<file path="src/rtl/idll_pkg.sv">
// Shared types and constants for the indexed doubly linked list.
package idll_pkg;

  localparam int POOL_SLOTS_DEF = 1024;
  localparam int OP_W           = 3;
  localparam int IDX_W          = 10;
  localparam int VAL_W          = 32;

  // command queue between front and back (power of two)
  localparam int QDEPTH = 2;
  localparam int QPTR_W = $clog2(QDEPTH);
  localparam int QCNT_W = $clog2(QDEPTH + 1);

  typedef enum logic [OP_W-1:0] {
    OP_PUSH_FRONT = 3'd0,
    OP_PUSH_BACK  = 3'd1,
    OP_DELETE     = 3'd2,
    OP_INS_LEFT   = 3'd3,
    OP_INS_RIGHT  = 3'd4,
    OP_READ       = 3'd5,
    OP_NOP        = 3'd6
  } op_kind_t;

  typedef struct packed {
    op_kind_t kind;
    logic     insert;
  } ctl_t;

  typedef enum logic {
    PH_ISSUE,
    PH_FINISH
  } ph_t;

endpackage

</file>
<file path="src/rtl/idll_front.sv">
// Front end: accepts commands, classifies the operation code, and queues them.
module idll_front import idll_pkg::*; #(
  parameter int POOL_SLOTS = POOL_SLOTS_DEF,
  parameter int SLOT_W     = $clog2(POOL_SLOTS)
) (
  input  logic                    clk,
  input  logic                    rst_n,
  input  logic                    start,
  output logic                    busy,
  input  logic [OP_W-1:0]         in_operation,
  input  logic [IDX_W-1:0]        in_node_index,
  input  logic signed [VAL_W-1:0] in_item_value,
  output logic                    q_valid,
  output ctl_t                    q_ctl,
  output logic [SLOT_W-1:0]       q_slot,
  output logic [VAL_W-1:0]        q_value,
  input  logic                    q_pop
);

  ctl_t              ctl_q   [QDEPTH];
  logic [SLOT_W-1:0] slot_q  [QDEPTH];
  logic [VAL_W-1:0]  value_q [QDEPTH];

  logic [QPTR_W-1:0] wr_ptr_r, wr_ptr_nxt, rd_ptr_r, rd_ptr_nxt;
  logic [QCNT_W-1:0] cnt_r, cnt_nxt;

  ctl_t              in_ctl;
  logic [SLOT_W-1:0] in_slot;
  logic              push;
  logic              pop;

  // classify: unknown codes become a no-op, out-of-pool index becomes null
  always_comb begin
    if (in_operation inside {[OP_PUSH_FRONT:OP_READ]}) begin
      in_ctl.kind = op_kind_t'(in_operation);
    end else begin
      in_ctl.kind = OP_NOP;
    end
    in_ctl.insert = in_ctl.kind inside {OP_PUSH_FRONT, OP_PUSH_BACK, OP_INS_LEFT, OP_INS_RIGHT};
    if (32'(in_node_index) < POOL_SLOTS) begin
      in_slot = SLOT_W'(in_node_index);
    end else begin
      in_slot = '0;
    end
  end

  assign busy    = (cnt_r == QCNT_W'(QDEPTH));
  assign push    = start && !busy;
  assign q_valid = (cnt_r != '0);
  assign pop     = q_pop && q_valid;

  assign q_ctl   = ctl_q[rd_ptr_r];
  assign q_slot  = slot_q[rd_ptr_r];
  assign q_value = value_q[rd_ptr_r];

  always_comb begin
    wr_ptr_nxt = push ? wr_ptr_r + 1'b1 : wr_ptr_r;
    rd_ptr_nxt = pop ? rd_ptr_r + 1'b1 : rd_ptr_r;
    cnt_nxt    = cnt_r + QCNT_W'(push) - QCNT_W'(pop);
  end

  always_ff @(posedge clk) begin
    if (!rst_n) begin
      wr_ptr_r <= '0;
      rd_ptr_r <= '0;
      cnt_r    <= '0;
    end else begin
      wr_ptr_r <= wr_ptr_nxt;
      rd_ptr_r <= rd_ptr_nxt;
      cnt_r    <= cnt_nxt;
    end
  end

  always_ff @(posedge clk) begin
    if (push) begin
      ctl_q[wr_ptr_r]   <= in_ctl;
      slot_q[wr_ptr_r]  <= in_slot;
      value_q[wr_ptr_r] <= in_item_value;
    end
  end

endmodule

</file>
<file path="config.mk">
export PLATFORM = sky130hd
export DESIGN_NAME = idll_front
export DESIGN_NICKNAME = d
export VERILOG_FILES = /design/src/rtl/idll_pkg.sv /design/src/rtl/idll_front.sv
export SDC_FILE = /design/constraint.sdc
export NUM_CORES = 1
export LEC_CHECK = 0
export BUFFER_PORTS_ARGS = -buffer_cell sky130_fd_sc_hd__buf_2
export CAP_MARGIN = 20
export CORE_MARGIN = 2
export CORE_UTILIZATION = 45
export CTS_CLUSTER_DIAMETER = 200
export DETAILED_ROUTE_END_ITERATION = 6
export PLACE_DENSITY = 0.78
export SYNTH_ARGS = -nofsm -noshare
export SYNTH_HDL_FRONTEND = slang
export SYNTH_SLANG_ARGS = --single-unit
export TNS_END_PERCENT = 50
</file>
<file path="constraint.sdc">
create_clock -name clk -period 4.4 [get_ports clk]
set_input_delay 0.44 -clock clk [delete_from_list [all_inputs] [get_ports clk]]
set_output_delay 0.44 -clock clk [all_outputs]
set_load 0.05 [all_outputs]
</file>
==> results of run 1 <==
[metrics by stage]
step	hold slack (ns)	area, µm²	util, %	total power, mW	instances
2_1_floorplan	0.455	3780	-	2.37	174
3_3_place_gp	0.497	4320	52.9	2.53	370
3_5_place_dp	0.511	4320	52.9	2.55	370
4_1_cts	0.265	4510	55.1	3.08	386
5_1_grt	0.257	4530	55.4	3.19	387
6_report	0.279	4530	55.4	3.06	387
[final timing paths]
| kind | endpoint | slack (ns) | depth (start not counted) |
|---|---|---|---|
| worst min-delay path | slot_q[0][8] | 0.28 | 1 |
| worst max register to register | value_q[0][25] | 2.72 | 4 |
| worst min register to register | wr_ptr_r | 0.52 | 2 |
| worst max-delay path | q_value[21] | 1.80 | 3 |
[report_power, final]
| group | switching, mW | leakage [nW] | internal [mW] |
|---|---|---|---|
| sequential | 0.0636 | 0.901 | 1.19 |
| combinational | 0.857 | 0.804 | 0.405 |
| clock | 0.284 | 0.0877 | 0.256 |
| total | 1.20 | 1.79 | 1.85 |
[cells by family (layout without fill, tap and decap cells)]
family,after synthesis,count (layout)
DFF,97,97
adders and majority gates,2,2
muxes,48,48
AOI/OAI and AO/OA,2,2
buffers and inverters,10,118
and+or+nand+nor,13,13
xor gates and xnor gates,2,2
[area by class of cell]
cell class / instances / area (µm²)
clock inverters: 7 / 61.3
fillers: 680 / 3650
clock buffers: 9 / 124
well taps: 105 / 131
repair buffers: 99 / 515
multi-input cells: 67 / 820
flip-flops and latches: 97 / 2860
inverters: 3 / 11.3
[state kept, by name, summed over array words and instances (netlist names), named ones only]
name,cells
cnt_r,2
ctl_q,8
rd_ptr_r,1
slot_q,20
value_q,64
wr_ptr_r,1
[layout by cell type, fill, tap and decap left out, drive strengths merged, types with 2 or more instances in the layout]
cell / n
mux2: 46
edfxtp: 92
nor2: 4
ha: 2
clkinvlp: 2
nand2: 2
dfxtp: 5
clkinv: 4
inv: 3
and2: 2
buf: 99
nand2b: 2
mux2i: 2
clkbuf: 9
[critical path, cell delays in order (launching register included)]
cell	delay [ns]
dfxtp_2	0.56
buf_4	0.59
mux2_2	0.40
buf_2	0.21
[metal layers]
metal  vias up  share of wire [%]  global-route usage [%]
met1       920                 42                    15.9
met5         -                  0                       0
met4         0               0.91                    5.36
met2        65                 50                    21.8
li1        869                  -                       -
met3         5                6.9                    4.15
==> impl_metrics.py, run 1 <==
metrics = {
    "synth": {
        "synth_compound_area_share_pct": 0.397,
        "synth_most_common_cell": "edfxtp_1",
        "synth_xor_xnor_area_share_pct": 0.463,
        "ys_types": 21,
        "syn_inst": 174,
        "synth_edf_count": 92,
        "synth_top_family_by_area": "multiplexers",
        "synth_common_cells": "edfxtp_1, mux2_4, mux2_2, dfxtp_1",
        "syn_area_mm2": 0.00378,
        "ys_warn_count": 0,
        "synth_fp_nets": 225,
        "syn_avg_cell_area_um2": 21.7,
        "synth_adder_area_share_pct": 0.661,
        "synth_top_area_share_pct": 73.0,
        "synthSimpleGateAreaFrac_pct": 1.72,
        "synth-seq-cells": 97,
        "synthMuxAreaShare_pct": 18.2,
        "async_flop_share_pct": 0,
        "seq_area_frac_synth_pct": 75.7,
        "yosys-top-cells-area": "edfxtp_1, mux2_4, dfxtp_1",
        "synth_ff_type": "edfxtp_1",
        "netlist.top_cell.by_area": "edfxtp_1",
    },
    "placed_design": {
        "dpl.hpwl_um": 3760,
        "port_buffers": 96,
        "pre_cts_ws_ns": 2.17,
        "gp_congestion": 0.743,
    },
    "worst_setup_path": {
        "critical_path.endpoint_type": "output port",
        "path_max_fanout": 36,
        "required_ns": 3.96,
        "startpoint_type": "flip-flop",
        "critPathKind": "flip-flop to output port",
        "r2r-start": "cnt_r[0]",
        "critPathArrivalTime_ns": 2.16,
    },
    "timing": {
        "min_period_ns": 2.60,
        "skew_ns": 0.00904,
        "setup_viol": 0,
        "fmax_mhz": 385,
        "rsz0062_at_grt": "false",
        "finalCritPeriodShare_pct": 59.0,
        "hold_violations": 0,
        "worst_pin_slew_ns": 0.653,
        "drv_slew": 0,
        "timing.slew.headroom_pct": 56.5,
        "finalSetupTns_ns": 0,
        "layout_setup_ws_ns": 1.80,
    },
    "detailed_routing": {
        "drt-pass1-iter-count": 4,
        "via_count": 1859,
        "drt_wl_total_um": 5850,
        "drc_errors": 0,
        "routedWlPerCell_um": 15.1,
        "dr.first_iter.drc_count": 79,
        "antenna_left": 0,
        "via_per_inst": 4.80,
    },
    "floorplanning": {
        "die-area_mm2": 0.00916,
        "core-area_mm2": 0.00818,
        "fp-row-count": 33,
        "io_pins": 97,
        "start_util_pct": 46.3,
        "dieHeight_um": 95.7,
        "die_w_um": 95.7,
    },
    "pwr": {
        "peakVddDrop_uv": 372,
        "p_per_area_mw_per_mm2": 675,
        "p_leak_nw": 1.79,
    },
    "clock_tree": {
        "clock-sinks": 97,
        "clk_latency_ns": 0.34,
        "htreeDepth": 3,
        "cts_hold_buf": 0,
        "path_clk_slew_ns": 0.09,
        "cts_resized": 0,
        "numCtsBuffers": 9,
        "post_cts_buffers": 0,
        "cts_tree": "built",
        "cts_root_buf": "clkbuf_8",
        "clockBufferDepth": 2,
    },
    "flow_run": {
        "max_cap_viol_count": 0,
    },
    "global_route": {
        "gr-usage-all-layers_pct": 13.1,
        "grt_pass1_vias": 1859,
        "grt-ovfl-total": 0,
        "grt_first_pass_wirelength_um": 8830,
        "antenna_found_initial": 0,
        "grt_max_degree": 47,
    },
    "hold_path": {
        "hold_class": "primary input to flip-flop",
        "hp-start": "in_node_index[8]",
    },
    "final_layout": {
        "drive_gt1_share_pct": 57.4,
        "areaGrowthSynthToFinish_pct": 19.6,
        "diodes": 0,
        "nets": 328,
    },
    "outcome": {
        "outcome": "completed",
    },
}
Note: power is estimated with default switching activity, not from simulation.
==> inputs of run 2 (changes only) <==
- clock period: 4.4 -> 2.6 ns (I/O delays scaled with it)
==> run 2 against run 1 <==
Compared with the run above:
- cell area rose by 0.17%
- wire length increased by 1.5%
- setup slack worse by 1.4 ns
- count of clock-buffer cells in the layout grew 3
- non-clock buffer count up 2
- critical endpoint is now q_value[24]
==> impl_metrics.py, run 2 (synthesis gave the netlist of run 1 again) <==
metrics = {
    "outcome": {
        "outcome": "completed",
    },
    "global_route": {
        "antenna_found_initial": 0,
        "grt_first_pass_wirelength_um": 8760,
        "grt_max_degree": 26,
        "gr-usage-all-layers_pct": 13.3,
        "grt_pass1_vias": 1803,
        "grt-ovfl-total": 0,
    },
    "clock_tree": {
        "path_clk_slew_ns": 0.09,
        "cts_resized": 0,
        "numCtsBuffers": 9,
        "cts_root_buf": "clkbuf_8",
        "post_cts_buffers": 0,
        "cts_tree": "built",
        "cts_hold_buf": 0,
        "htreeDepth": 3,
        "clk_latency_ns": 0.34,
        "clock-sinks": 97,
        "clockBufferDepth": 2,
    },
    "final_layout": {
        "final_core_util_pct": 55.5,
        "multi_input_area_um2": 820,
        "largest_reg_flops": 64,
        "diodes": 0,
        "final_common_cell": "buf_2",
        "areaGrowthSynthToFinish_pct": 19.8,
        "top_register": "value_q",
        "drive_gt1_share_pct": 58.1,
        "nets": 330,
        "layout_common_cells": "buf_2, edfxtp_1, mux2_4",
        "seq_area_mm2": 0.00287,
        "fillCellCount": 681,
        "top_regs": "value_q: 64 flops, slot_q: 20 flops, ctl_q: 8 flops",
    },
    "detailed_routing": {
        "via_per_inst": 4.77,
        "routedWlPerCell_um": 15.3,
        "drc_errors": 0,
        "antenna_left": 0,
        "drt-pass1-iter-count": 4,
        "via_count": 1857,
        "drt_wl_total_um": 5940,
        "dr.first_iter.drc_count": 68,
    },
    "timing": {
        "hold_violations": 0,
        "rsz0062_at_grt": "false",
        "worst_pin_slew_ns": 0.543,
        "finalSetupTns_ns": 0,
        "skew_ns": 0.00891,
        "fmax_mhz": 463,
        "min_period_ns": 2.16,
        "setup_viol": 0,
        "finalCritPeriodShare_pct": 83.1,
        "drv_slew": 0,
        "timing.slew.headroom_pct": 63.8,
    },
    "worst_setup_path": {
        "critPathArrivalTime_ns": 1.90,
        "startpoint_type": "flip-flop",
        "critPathKind": "flip-flop to output port",
        "required_ns": 2.34,
        "path_max_fanout": 22,
        "critical_path.endpoint_type": "output port",
    },
    "floorplanning": {
        "die-area_mm2": 0.00916,
        "core-area_mm2": 0.00818,
        "io_pins": 97,
        "dieHeight_um": 95.7,
        "start_util_pct": 46.3,
        "die_w_um": 95.7,
        "fp-row-count": 33,
    },
    "hold_path": {
        "hold_class": "primary input to flip-flop",
    },
    "placed_design": {
        "gp_congestion": 0.657,
        "dpl.hpwl_um": 4030,
        "port_buffers": 96,
    },
    "pwr": {
        "p_leak_nw": 1.79,
        "p_per_area_mw_per_mm2": 1130,
        "peakVddDrop_uv": 852,
    },
    "flow_run": {
        "max_cap_viol_count": 0,
    },
}
-- run 2: cell types whose count changed in the layout (fill, tap and decap cells not counted), sizes merged --
cell and change:
clkinv -4, buf +2, bufinv -1, clkinvlp +2, clkbuf +3
-- run 2: through the flow --
stage / cells / hold WS (ns) / cell area [µm²] / power (mW) / setup slack [ns]
4_1_cts: 389 / 0.0745 / 4530 / 5.20 / 0.398
6_report: 389 / 0.0952 / 4530 / 5.14 / 0.440
3_3_place_gp: 373 / 0.447 / 4360 / 4.30 / 0.831
5_1_grt: 389 / 0.0692 / 4530 / 5.37 / 0.349
2_1_floorplan: 174 / 0.359 / 3790 / 4.00 / 0.401
3_5_place_dp: 373 / 0.451 / 4360 / 4.34 / 0.792
-- run 2: layout make-up --
| cell class | count | share of cell area (%) |
|---|---|---|
| well taps | 105 | 2.90 |
| inverters | 3 | 0.248 |
| repair buffers | 101 | 11.7 |
| clock buffers | 12 | 3.20 |
| flip-flops and latches | 97 | 63.2 |
| multi-input cells | 67 | 18.1 |
| clock inverters | 4 | 0.662 |
-- run 2: critical path: stages (launching register included) --
cell and delay [ns]:
dfxtp_4 0.62, buf_4 0.38, mux2_4 0.34, buf_2 0.21
-- run 2: final timing paths --
kind / start / end / slack (ns) / cells after the start
max: flip-flop / q_value[24] / 0.44 / 3
min: in_node_index[5] / slot_q[1][5] / 0.1 / 1
max reg2reg: cnt_r[0] / cnt_r[1] / 0.91 / 8
min reg2reg: wr_ptr_r / wr_ptr_r / 0.53 / 2
-- run 2: per-layer routing --
layer | track usage [%] | up-vias | part of all wire, %
met2 | 22.3 | 65 | 51
li1 | - | 876 | -
met3 | 4.62 | 6 | 6.1
met5 | 0 | - | 0
met1 | 15.7 | 910 | 42
met4 | 5.71 | 0 | 0.81
-- run 2: power breakdown --
group	internal (mW)	leakage (nW)	switching, mW
registers	2.02	0.902	0.144
clock network	0.375	0.0748	0.484
logic	0.697	0.814	1.42
